==> config.mk <==
export PLATFORM = sky130hd
export DESIGN_NAME = circular_deque_core
export DESIGN_NICKNAME = d
export VERILOG_FILES = /design/src/rtl/cdq_pkg.sv /design/src/rtl/cdq_ctrl.sv /design/src/rtl/cdq_datapath.sv /design/src/rtl/circular_deque_core.sv
export SDC_FILE = /design/constraint.sdc
export NUM_CORES = 1
export LEC_CHECK = 0
export BUFFER_PORTS_ARGS = -buffer_cell sky130_fd_sc_hd__buf_4
export CAP_MARGIN = 10
export CORE_MARGIN = 5
export CORE_UTILIZATION = 30
export DETAILED_ROUTE_END_ITERATION = 10
export SLEW_MARGIN = 5
export SYNTH_ARGS = -nofsm -noshare
export SYNTH_HDL_FRONTEND = slang
export SYNTH_SLANG_ARGS = --single-unit
==> constraint.sdc <==
create_clock -name clk_i -period 4.1 [get_ports clk_i]
set_input_delay 0.82 -clock clk_i [delete_from_list [all_inputs] [get_ports clk_i]]
set_output_delay 0.82 -clock clk_i [all_outputs]
set_load 0.03 [all_outputs]
==> src/rtl/cdq_pkg.sv <==
// ----------------------------------------------------------------------------
// cdq_pkg
// Shared types and constants for the circular double-ended queue.
// ----------------------------------------------------------------------------
package cdq_pkg;

  localparam int unsigned DEPTH = 8;
  localparam int unsigned PTR_W = (DEPTH > 1) ? $clog2(DEPTH) : 1;
  localparam int unsigned DATA_W = 32;

  typedef enum logic [1:0] {
    OP_PUSH_FRONT = 2'd0,
    OP_PUSH_REAR  = 2'd1,
    OP_POP_FRONT  = 2'd2,
    OP_POP_REAR   = 2'd3
  } cdq_op_e;

  typedef enum logic [1:0] {
    ST_OK    = 2'd0,
    ST_FULL  = 2'd1,
    ST_EMPTY = 2'd2
  } cdq_status_e;

  typedef struct packed {
    cdq_op_e                    operation;
    logic signed [DATA_W-1:0]   push_value;
  } cdq_req_t;

  typedef struct packed {
    cdq_status_e                status;
    logic signed [DATA_W-1:0]   popped_value;
  } cdq_rsp_t;

  // controller to datapath commands
  typedef struct packed {
    logic load;   // take the request and update state
    logic emit;   // result is on the output this cycle
  } cdq_cmd_t;

endpackage

==> src/rtl/cdq_ctrl.sv <==
// ----------------------------------------------------------------------------
// cdq_ctrl
// Sequencer: accepts a request, then presents its result for one cycle.
// ----------------------------------------------------------------------------
module cdq_ctrl (
  input  logic            clk_i,
  input  logic            rst_ni,
  input  logic            start_i,
  output logic            busy_o,
  output cdq_pkg::cdq_cmd_t cmd_o
);
  import cdq_pkg::*;

  typedef enum logic {
    S_IDLE,
    S_RESP
  } state_e;

  state_e state_q;
  logic   busy_q;
  logic   emit_q;
  logic   load;

  assign load = start_i & ~busy_q;

  always_ff @(posedge clk_i or negedge rst_ni) begin
    if (!rst_ni) begin
      state_q <= S_IDLE;
      busy_q  <= 1'b0;
      emit_q  <= 1'b0;
    end else begin
      unique case (state_q)
        S_IDLE: begin
          if (load) begin
            state_q <= S_RESP;
            busy_q  <= 1'b1;
            emit_q  <= 1'b1;
          end
        end
        S_RESP: begin
          state_q <= S_IDLE;
          busy_q  <= 1'b0;
          emit_q  <= 1'b0;
        end
        default: begin
          state_q <= S_IDLE;
          busy_q  <= 1'b0;
          emit_q  <= 1'b0;
        end
      endcase
    end
  end

  assign busy_o     = busy_q;
  assign cmd_o.load = load;
  assign cmd_o.emit = emit_q;

endmodule

==> src/rtl/cdq_datapath.sv <==
// ----------------------------------------------------------------------------
// cdq_datapath
// Entry store, front and rear pointers, empty flag and result registers.
// ----------------------------------------------------------------------------
module cdq_datapath (
  input  logic              clk_i,
  input  logic              rst_ni,
  input  cdq_pkg::cdq_cmd_t cmd_i,
  input  cdq_pkg::cdq_req_t req_i,
  output logic              valid_o,
  output cdq_pkg::cdq_rsp_t rsp_o
);
  import cdq_pkg::*;

  localparam logic [PTR_W-1:0] LAST = PTR_W'(DEPTH - 1);
  localparam logic [PTR_W-1:0] ZERO = '0;

  logic [DATA_W-1:0] mem [DEPTH];
  logic [DATA_W-1:0] rdata_q;

  logic [PTR_W-1:0] front_q, front_d;
  logic [PTR_W-1:0] rear_q, rear_d;
  logic             empty_q, empty_d;
  cdq_status_e      status_q, status_d;
  logic             pop_ok_q, pop_ok_d;

  logic             full;
  logic             we;
  logic [PTR_W-1:0] waddr;
  logic             re;
  logic [PTR_W-1:0] raddr;
  logic [PTR_W-1:0] front_inc, front_dec, rear_inc, rear_dec;

  assign front_inc = (front_q == LAST) ? ZERO : front_q + 1'b1;
  assign front_dec = (front_q == ZERO) ? LAST : front_q - 1'b1;
  assign rear_inc  = (rear_q == LAST) ? ZERO : rear_q + 1'b1;
  assign rear_dec  = (rear_q == ZERO) ? LAST : rear_q - 1'b1;
  assign full      = ~empty_q & (rear_inc == front_q);

  always_comb begin
    front_d  = front_q;
    rear_d   = rear_q;
    empty_d  = empty_q;
    status_d = ST_OK;
    pop_ok_d = 1'b0;
    we       = 1'b0;
    waddr    = ZERO;
    re       = 1'b0;
    raddr    = front_q;
    unique case (req_i.operation)
      OP_PUSH_FRONT, OP_PUSH_REAR: begin
        if (full) begin
          status_d = ST_FULL;
        end else if (empty_q) begin
          empty_d = 1'b0;
          front_d = ZERO;
          rear_d  = ZERO;
          we      = 1'b1;
          waddr   = ZERO;
        end else if (req_i.operation == OP_PUSH_FRONT) begin
          front_d = front_dec;
          we      = 1'b1;
          waddr   = front_dec;
        end else begin
          rear_d = rear_inc;
          we     = 1'b1;
          waddr  = rear_inc;
        end
      end
      OP_POP_FRONT, OP_POP_REAR: begin
        if (empty_q) begin
          status_d = ST_EMPTY;
        end else begin
          pop_ok_d = 1'b1;
          re       = 1'b1;
          raddr    = (req_i.operation == OP_POP_FRONT) ? front_q : rear_q;
          // last entry gone: back to the reset arrangement
          if (front_q == rear_q) begin
            empty_d = 1'b1;
            front_d = ZERO;
            rear_d  = ZERO;
          end else if (req_i.operation == OP_POP_FRONT) begin
            front_d = front_inc;
          end else begin
            rear_d = rear_dec;
          end
        end
      end
      default: begin
        status_d = ST_OK;
      end
    endcase
  end

  always_ff @(posedge clk_i or negedge rst_ni) begin
    if (!rst_ni) begin
      front_q  <= '0;
      rear_q   <= '0;
      empty_q  <= 1'b1;
      status_q <= ST_OK;
      pop_ok_q <= 1'b0;
    end else if (cmd_i.load) begin
      front_q  <= front_d;
      rear_q   <= rear_d;
      empty_q  <= empty_d;
      status_q <= status_d;
      pop_ok_q <= pop_ok_d;
    end
  end

  always_ff @(posedge clk_i) begin
    if (cmd_i.load && we) begin
      mem[waddr] <= req_i.push_value;
    end
    if (cmd_i.load && re) begin
      rdata_q <= mem[raddr];
    end
  end

  assign valid_o            = cmd_i.emit;
  assign rsp_o.status       = status_q;
  assign rsp_o.popped_value = pop_ok_q ? signed'(rdata_q) : '0;

endmodule

==> src/rtl/circular_deque_core.sv <==
// ----------------------------------------------------------------------------
// circular_deque_core
// Fixed-size circular double-ended queue with push/pop at either end.
// ----------------------------------------------------------------------------
// usage
//   a request (req_i: operation, push_value) is taken on a rising edge where
//   start is high and busy is low. busy rises for one cycle after that.
//   the result (rsp_o: status, popped_value) is presented for exactly one
//   cycle with valid_o high, the cycle right after the request was taken.
//   the store read for a pop is registered, and the sequencer holds off the
//   next request while the result is shown, so requests never overlap.
//   status ok for a push that fitted or a pop that found data; full when a
//   push finds no room, empty when a pop finds nothing, with state unchanged.
//   popped_value is zero unless a pop succeeded.
//   reset empties the queue and sets both pointers to zero; store contents
//   are not cleared. the receiver cannot stall, so results are never held.
// ----------------------------------------------------------------------------
module circular_deque_core (
  input  logic              clk_i,
  input  logic              rst_ni,
  input  logic              start,
  output logic              busy,
  input  cdq_pkg::cdq_req_t req_i,
  output logic              valid_o,
  output cdq_pkg::cdq_rsp_t rsp_o
);
  import cdq_pkg::*;

  cdq_cmd_t cmd;

  cdq_ctrl u_ctrl (
    .clk_i   (clk_i),
    .rst_ni  (rst_ni),
    .start_i (start),
    .busy_o  (busy),
    .cmd_o   (cmd)
  );

  cdq_datapath u_datapath (
    .clk_i   (clk_i),
    .rst_ni  (rst_ni),
    .cmd_i   (cmd),
    .req_i   (req_i),
    .valid_o (valid_o),
    .rsp_o   (rsp_o)
  );

endmodule
==> impl_metrics.yaml, run 1 <==
outcome:
  status: "completed"
critical_path:
  r2r_slack_ps: 910
  r2r.worst_path.cells: 8
  criticalPathCategory: "flop to flop"
  reg2reg_to: "u_datapath.mem[4][17]$_DFFE_PP_"
  crit_required_ps: 4340
  setup.worst_path.end_class: "flop"
  start_kind: "flop"
  worstPathArrival_ps: 3430
  timing.rr.start: "u_datapath.rear_q[0]$_DFFE_PN0P_"
  worst-path-max-fanout: 23
routing:
  num_vias: 6039
  vias_per_cell: 4.63
  first_pass_iters: 5
  wl_um: 25000
  detail-route-antenna-nets: 0
  drc: 0
  wl_per_cell_um: 19.2
  dr.first_iter.drc_count: 396
clock_network:
  cts_max_level: 1
  clk_latency_ps: 570
  post_cts_buffers: 0
  clkTransAtPathRegs_ps: 60
  cts_resized: 0
  cts_num_sinks: 300
  hold_buffers: 0
  cts_made_buffers: 30
  cts_tree: "done"
  cts_buffer_depth: 3
  clockRootBuffer: "clkbuf_16"
sta:
  relSlewSlack_pct: 39.2
  final_max_slew_viol_count: 0
  grt_setup_unrepaired: "no"
  max_freq_mhz: 313
  setup_viol: 0
  setup_tns_ps: 0
  worstMarginPinSlew_ps: 904
  hold_viol: 0
  min_period_ps: 3190
  period_share_pct: 77.9
  fin_skew_ps: 25.5
  setup_slack_ps: 906
die:
  die_h_um: 211
  fp.coreArea_um2: 39800
  die_x_um: 211
  start_util_pct: 30.3
  io_pins: 73
  die_area_um2: 44400
  std_cell_rows: 73
power:
  p_seq_share_pct: 38.5
  p_switching_uw: 2970
  internal_power_uw: 6560
  clockPowerShare_pct: 30.2
  leakage_uw: 0.00503
  powerDensity_nw_per_um2: 659
  pwr-share-comb_pct: 31.3
  swShare_pct: 31.2
  peakVddDrop_mv: 0.321
synthesis:
  yosysTopAreaCell: "edfxtp_1"
  ys.flop_type: "edfxtp_1"
  ys_warn_count: 0
  yosysUniqueCellTypes: 43
  synth_area_leaders: "edfxtp_1, mux2i_1, mux2_2, a221oi_2, mux2_1"
  synth_seq_cells: 300
  ys_seq_area_share_pct: 74.1
  synth_nets: 707
  syn_area_um2: 12100
  synth_edf_count: 288
  yosys.cell_count.top_type: "edfxtp_1"
  syn_inst: 662
  yosysTopAreaCellShare_pct: 71.6
  avgSynthCellArea_um2: 18.3
  async_flop_share_pct: 4.00
  synthTopCellsByCount: "edfxtp_1, mux2i_1, mux2_2"
hold_path:
  min_path_type: "input port to async pin"
placement:
  gp_congestion: 0.770
  pre_cts_slack_ps: 870
  hpwl_um: 15100
  port_buffers: 72
layout:
  final_util_pct: 36.3
  nets: 799
  diodes: 0
  syn_to_final_growth_pct: 19.6
  nFillCells: 3778
  drive_gt1_share_pct: 29.8
global_route:
  track_usage_pct: 11.1
  grt_pass1_wl_um: 38100
  grt_antenna_before_repair: 2
  overflow: 0
  grt_pass1_vias: 6246
  grt_max_degree: 37
flow_run:
  cap_violations: 0
-- flip-flops by register name, indices dropped and copies added, names as in the netlist --
register and cells:
u_ctrl.busy_o 1, u_datapath.rdata_q 32, u_datapath.status_q 2, u_datapath.front_q 3, u_datapath.rear_q 3, u_datapath.empty_q 1, u_datapath.mem 256, u_datapath.pop_ok_q 1
u_ctrl.state_q 1
-- cell type report --
type	count	area (um2)	area share, %
Timing Repair Buffer	94	781	5.40
Clock buffer	34	766	5.30
Clock inverter	22	282	1.95
Tap cell	525	657	4.55
Inverter	6	22.5	0.156
Sequential cell	300	8950	62.0
Multi-Input combinational cell	322	2990	20.7
-- critical path, cell delays in order, from the launching register on --
cell     delay, ps
dfrtp_1        470
ha_1           240
ha_1           210
or3_1          370
nand4_1        220
nand2_1        100
or3b_1         480
nor2_4         350
buf_4          400
-- cell usage in the layout, fill, tap and decap left out, drive strengths merged, types with 3 or more instances in the layout --
cell type  instances
edfxtp           288
buf               94
mux2i             71
mux2              69
clkbuf            34
and2              32
o22ai             32
a221oi            32
nor2              16
nand2             13
clkinv            13
dfrtp             11
o21ai              9
ha                 8
inv                6
a21oi              6
bufinv             6
a21o               4
nor3               3
xor2               3
o31ai              3
clkinvlp           3
-- per-layer routing --
metal	vias to the layer above	share of wire, %	track usage (%)
met5	-	0.11	0
met4	4	1.8	2.35
met3	38	6.1	2.88
met2	140	47	17.7
met1	3034	45	15.4
li1	2823	-	-
-- worst max-delay path by stage --
stage                                           end                             start
finish              u_datapath.mem[4][17]$_DFFE_PP_  u_datapath.rear_q[0]$_DFFE_PN0P_
global route        u_datapath.mem[4][11]$_DFFE_PP_  u_datapath.rear_q[0]$_DFFE_PN0P_
CTS                 u_datapath.mem[4][11]$_DFFE_PP_  u_datapath.rear_q[0]$_DFFE_PN0P_
detailed placement  u_datapath.mem[4][26]$_DFFE_PP_  u_datapath.rear_q[0]$_DFFE_PN0P_
global placement    u_datapath.mem[4][21]$_DFFE_PP_  u_datapath.rear_q[0]$_DFFE_PN0P_
floorplan           u_datapath.rdata_q[0]$_DFFE_PP_                         req_i[33]
-- power by group through the flow --
| stage | Sequential [uW] | Clock (uW) | Combinational, uW |
|---|---|---|---|
| after floorplan | 3710 | 0 | 2210 |
| after global placement | 3730 | 0 | 2990 |
| after detailed placement | 3730 | 0 | 3030 |
| after CTS | 3660 | 2950 | 3040 |
| after global routing | 3680 | 3070 | 3240 |
| final | 3670 | 2880 | 2980 |
-- through the flow --
step,cells,instance area (um2),total power (uW),hold slack (ps)
CTS,1303,14400,9650,83.0
global route,1303,14400,9990,83.9
detailed placement,1247,13400,6760,421
floorplan,662,12100,5920,404
finish,1303,14400,9530,99.7
global placement,1247,13400,6720,413
-- logic make-up (layout without fill, tap and decap cells) --
group           count (synthesis)  in the layout  synth area share [%]
compound gates                 90             90                  6.86
xor+xnor                        5              5                 0.363
fa+ha+maj                       8              8                 0.829
buf+inv                        40            156                  2.00
flops                         300            300                  74.1
mux                           140            140                  12.3
simple gates                   79             79                  3.56
No activity file was read; power rests on OpenSTA's default activity.
==> run 2, diff against run 1 <==
- clock period: 4.1 -> 2.96 ns (I/O delays scaled with it)
==> run 2 against run 1 <==
Effect of this change:
- routed wire length grew 1.5%
- clock power up 22%
- die area stayed put
- critical path depth stayed put
- fmax is 15% higher
- critical path type unchanged
- largest power group unchanged
==> impl_metrics.yaml, run 2 (same netlist as run 1, synthesis figures left out) <==
outcome:
  status: "completed"
layout:
  syn_to_final_growth_pct: 20.4
  layout_common_cells: "edfxtp_1, buf_4, mux2i_1"
  largest_reg_flops: 256
  diodes: 0
  nets: 811
  mostFrequentLayoutCell: "edfxtp_1"
  largest-register: "u_datapath.mem"
  nFillCells: 3750
  drive_gt1_share_pct: 29.7
  reg.largest.list: "u_datapath.mem (256), u_datapath.rdata_q (32)"
critical_path:
  worstPathArrival_ps: 3030
  setup.worst_path.end_class: "flop"
  crit_required_ps: 3210
  start_kind: "flop"
  r2r_slack_ps: 180
  criticalPathCategory: "flop to flop"
  worst-path-max-fanout: 19
  worstSetupStartpoint: "u_datapath.rear_q[0]$_DFFE_PN0P_"
  cp-endpoint: "u_datapath.mem[5][18]$_DFFE_PP_"
  reg2reg_to: "u_datapath.mem[5][18]$_DFFE_PP_"
  r2r.worst_path.cells: 8
  timing.rr.start: "u_datapath.rear_q[0]$_DFFE_PN0P_"
routing:
  dr.first_iter.drc_count: 415
  detail-route-antenna-nets: 0
  wl_met1_um: 11300
  first_pass_iters: 4
  drc: 0
  num_vias: 6044
  wl_met2_um: 12400
  top_layer: "met4"
  vias_per_cell: 4.61
  wl_per_cell_um: 19.4
  wl_um: 25400
  met3_length_um: 1260
power:
  leakage_uw: 0.00506
  peakVddDrop_mv: 0.618
  powerDensity_nw_per_um2: 884
global_route:
  grt_max_degree: 59
  track_usage_pct: 11.2
  grt_pass1_wl_um: 38700
  grt_pass1_vias: 6315
  overflow: 0
  grt_antenna_before_repair: 0
clock_network:
  cts_tree: "done"
  cts_resized: 0
  cts_buffer_depth: 3
  cts_num_sinks: 300
  cts_max_level: 1
  clockRootBuffer: "clkbuf_16"
  cts_made_buffers: 31
  clk_latency_ps: 550
  clkTransAtPathRegs_ps: 60
hold_path:
  min_path_type: "input port to flop"
sta:
  max_freq_mhz: 360
  final_max_slew_viol_count: 0
  relSlewSlack_pct: 39.4
  setup_tns_ps: 0
  period_share_pct: 93.8
  setup_slack_ps: 185
  setup_viol: 0
  hold_viol: 0
  grt_setup_unrepaired: "no"
  min_period_ps: 2780
  fin_skew_ps: 9.49
  worstMarginPinSlew_ps: 902
die:
  fp.coreArea_um2: 39800
  start_util_pct: 30.3
  io_pins: 73
  die_area_um2: 44400
  die_h_um: 211
  die_x_um: 211
  std_cell_rows: 73
flow_run:
  cap_violations: 0
placement:
  pre_cts_slack_ps: 210
  port_buffers: 72
  hpwl_um: 15200
  gp_congestion: 0.774
[run 2: changes by cell type in the layout (fill, tap and decap cells not counted), sizes merged]
cell and delta:
buf +10, bufinv -5, clkinvlp -2, clkbuf +1, clkinv +1, dlygate4sd3 +1
inv +1
[run 2: how the worst min path moves through the flow]
stage                     slack (ps)  cells past startpoint                               to                     start
final                            280                      1   u_datapath.mem[2][1]$_DFFE_PP_                  req_i[1]
after global placement           420                      1         u_ctrl.state_q$_DFF_PN0_  u_ctrl.state_q$_DFF_PN0_
after detailed placement         420                      1        u_ctrl.busy_o$_DFFE_PN0P_  u_ctrl.state_q$_DFF_PN0_
after floorplan                  300                      0        u_ctrl.busy_o$_DFFE_PN0P_                    rst_ni
after CTS                        250                      3        u_ctrl.busy_o$_DFFE_PN0P_                     start
after global routing             250                      1  u_datapath.mem[3][12]$_DFFE_PP_                 req_i[12]
[run 2: routing by layer]
layer  global-route usage (%)  up-vias
met2                     18.8      129
met3                     1.99       31
met5                        0        -
li1                         -     2854
met1                     15.5     3030
met4                     2.35        0
[run 2: final cells by class]
| type | instances | area, um2 | share of cell area [%] |
|---|---|---|---|
| tap | 525 | 657 | 4.51 |
| clock buffer | 35 | 791 | 5.44 |
| timing repair buffer | 105 | 1030 | 7.07 |
| sequential | 300 | 8950 | 61.5 |
| multi-input combinational | 322 | 2990 | 20.5 |
| inverter | 6 | 22.5 | 0.155 |
| clock inverter | 17 | 111 | 0.765 |
[run 2: timing repair]
| action | in CTS | in global routing |
|---|---|---|
| buffers inserted | 0 | 0 |
| hold buffers | 1 | 0 |
| setup endpoints to repair | 0 | 0 |
| hold endpoints to repair | 11 | 0 |
[run 2: power by group]
| group | switching (uW) | internal (uW) |
|---|---|---|
| clock | 1520 | 1980 |
| combinational | 2440 | 1810 |
| sequential | 164 | 4940 |
[run 2: through the flow]
| step | instances | util [%] | hold WS, ps | total power (uW) | instance area (um2) |
|---|---|---|---|---|---|
| finish | 1310 | 36.5 | 276 | 12900 | 14500 |
| global route | 1310 | 36.5 | 253 | 13500 | 14500 |
| CTS | 1310 | 36.5 | 249 | 13000 | 14500 |
| detailed placement | 1257 | 34.2 | 425 | 9520 | 13600 |
| global placement | 1257 | 34.2 | 419 | 9500 | 13600 |
| floorplan | 662 | - | 296 | 8200 | 12100 |
[run 2: critical path: stages, from the launching register on]
cell and delay, ps:
dfrtp_1 460, ha_1 240, ha_1 200, or3_1 380, nand4_1 200, nand2_1 100, or3b_1 480, nor2_4 210
buf_12 190
==> run 3, diff against run 2 <==
- CTS_BUF_LIST: unset -> sky130_fd_sc_hd__clkbuf_8
==> run 3 against run 2 <==
Effect of this change:
- sequential power about the same
- routed wire length up 1.1%
- setup slack worse by 28 ps
- sequential cell count unchanged
- count of clock-buffer cells in the layout up 14
- critical endpoint is now u_datapath.mem[5][16]$_DFFE_PP_
- core utilization about the same
- first-iteration DRC count down 25%
- combinational power about the same
==> impl_metrics.yaml, run 3 (same netlist as run 1, synthesis figures left out) <==
outcome:
  status: "completed"
clock_network:
  clockRootBuffer: "clkbuf_8"
  cts_made_buffers: 49
  clk_latency_ps: 560
  cts_buffer_depth: 3
  clkTransAtPathRegs_ps: 60
  cts_num_sinks: 300
  cts_tree: "done"
  post_cts_buffers: 0
  cts_max_level: 2
die:
  die_area_um2: 44400
  std_cell_rows: 73
  start_util_pct: 30.3
  die_h_um: 211
  die_x_um: 211
  fp.coreArea_um2: 39800
  io_pins: 73
routing:
  dr.first_iter.drc_count: 311
  drc: 0
  wl_per_cell_um: 19.0
  wl_um: 25600
  first_pass_iters: 4
  vias_per_cell: 4.58
  detail-route-antenna-nets: 0
  num_vias: 6183
layout:
  largest_reg_flops: 256
  nets: 829
  largest-register: "u_datapath.mem"
  diodes: 0
  syn_to_final_growth_pct: 20.3
  layout_common_cells: "edfxtp_1, buf_4, mux2i_1"
  mostFrequentLayoutCell: "edfxtp_1"
  reg.largest.list: "u_datapath.mem (256), u_datapath.rdata_q (32)"
  drive_gt1_share_pct: 30.1
  instances_no_fill: 1349
  final_util_pct: 36.5
  nFillCells: 3787
critical_path:
  path_cells: "ha_1, ha_1, or3_1, nand4_1, nand2_1, or3b_1, nor2_4, buf_12"
  crit_required_ps: 3200
  crit_top_cell: "ha_1"
  critical-path-max-stage-delay_ps: 480
  worst-path-max-fanout: 19
  start_kind: "flop"
  criticalPathCategory: "flop to flop"
  setup.worst_path.end_class: "flop"
  worstPathArrival_ps: 3050
  critPathSlowestCell: "or3b_1"
flow_run:
  cap_violations: 0
sta:
  fin_skew_ps: 27.2
  max_freq_mhz: 357
  worstMarginPinSlew_ps: 900
  fin_worst_hold_slack_ps: 259
  period_share_pct: 94.7
  setup_slack_ps: 157
  hold_viol: 0
  grt_setup_unrepaired: "no"
  setup_viol: 0
  relSlewSlack_pct: 39.5
  final_max_slew_viol_count: 0
  min_period_ps: 2800
placement:
  gp_congestion: 0.774
  hpwl_um: 15200
  dp_cells: 1257
  port_buffers: 72
  pre_cts_slack_ps: 210
power:
  power.total_uw: 12600
  peakVddDrop_mv: 0.586
  powerDensity_nw_per_um2: 867
  leakage_uw: 0.00514
global_route:
  track_usage_pct: 11.4
  overflow: 0
  grt_antenna_before_repair: 0
  grt_pass1_wl_um: 39300
  grt_pass1_vias: 6530
  grt_max_degree: 59
hold_path:
  min_path_type: "input port to flop"
## run 3: where the power goes
group | leakage, uW | internal (uW) | switching (uW)
logic | 0.00188 | 1810 | 2430
registers | 0.00274 | 4940 | 166
clock network | 0.000518 | 1650 | 1600
## run 3: final timing paths
path                                                  start  slack (ps)  depth (start not counted)                                to
hold / removal                                    req_i[12]         260                          1   u_datapath.mem[3][12]$_DFFE_PP_
setup reg to reg           u_datapath.rear_q[0]$_DFFE_PN0P_         160                          8   u_datapath.mem[5][16]$_DFFE_PP_
setup / recovery           u_datapath.rear_q[0]$_DFFE_PN0P_         160                          8   u_datapath.mem[5][16]$_DFFE_PP_
min in group asynchronous                            rst_ni         430                          2  u_datapath.rear_q[1]$_DFFE_PN0P_
hold reg to reg                    u_ctrl.state_q$_DFF_PN0_         430                          1         u_ctrl.busy_o$_DFFE_PN0P_
max in group asynchronous                            rst_ni        2290                          2    u_datapath.empty_q$_DFFE_PN1P_
## run 3: repair_timing
item | 4_1_cts | 5_1_grt
hold buffers | 1 | 0
endpoints found under the hold margin | 11 | 0
gates resized for setup | 0 | 0
## run 3: metal layers
| layer | global-route usage (%) | share of wire [%] | vias to the layer above |
|---|---|---|---|
| met4 | 3.17 | 1.9 | 0 |
| met5 | 0 | 0 | - |
| met3 | 2.30 | 4.1 | 49 |
| met1 | 15.4 | 45 | 3106 |
| met2 | 19.0 | 49 | 130 |
| li1 | - | - | 2898 |
## run 3: layout make-up
cell class / count / area (um2) / area share (%)
clock buffer: 49 / 674 / 4.64
clock inverter: 42 / 211 / 1.46
inverter: 6 / 22.5 / 0.155
multi-input combinational: 322 / 2990 / 20.6
sequential: 300 / 8950 / 61.6
tap: 525 / 657 / 4.52
timing repair buffer: 105 / 1030 / 7.08
## run 3: critical path: cells and delay by family, from the launching register on
family        cells  cell delay (ps)
simple gates      5             1360
flops             1              470
fa+ha+maj         2              440
buf+inv           1              190
## run 3: through the flow
step / cell area [um2] / setup TNS [ps]
floorplan: 12100 / -90180
global placement: 13600 / 0
detailed placement: 13600 / 0
CTS: 14500 / 0
global route: 14500 / 0
finish: 14500 / 0
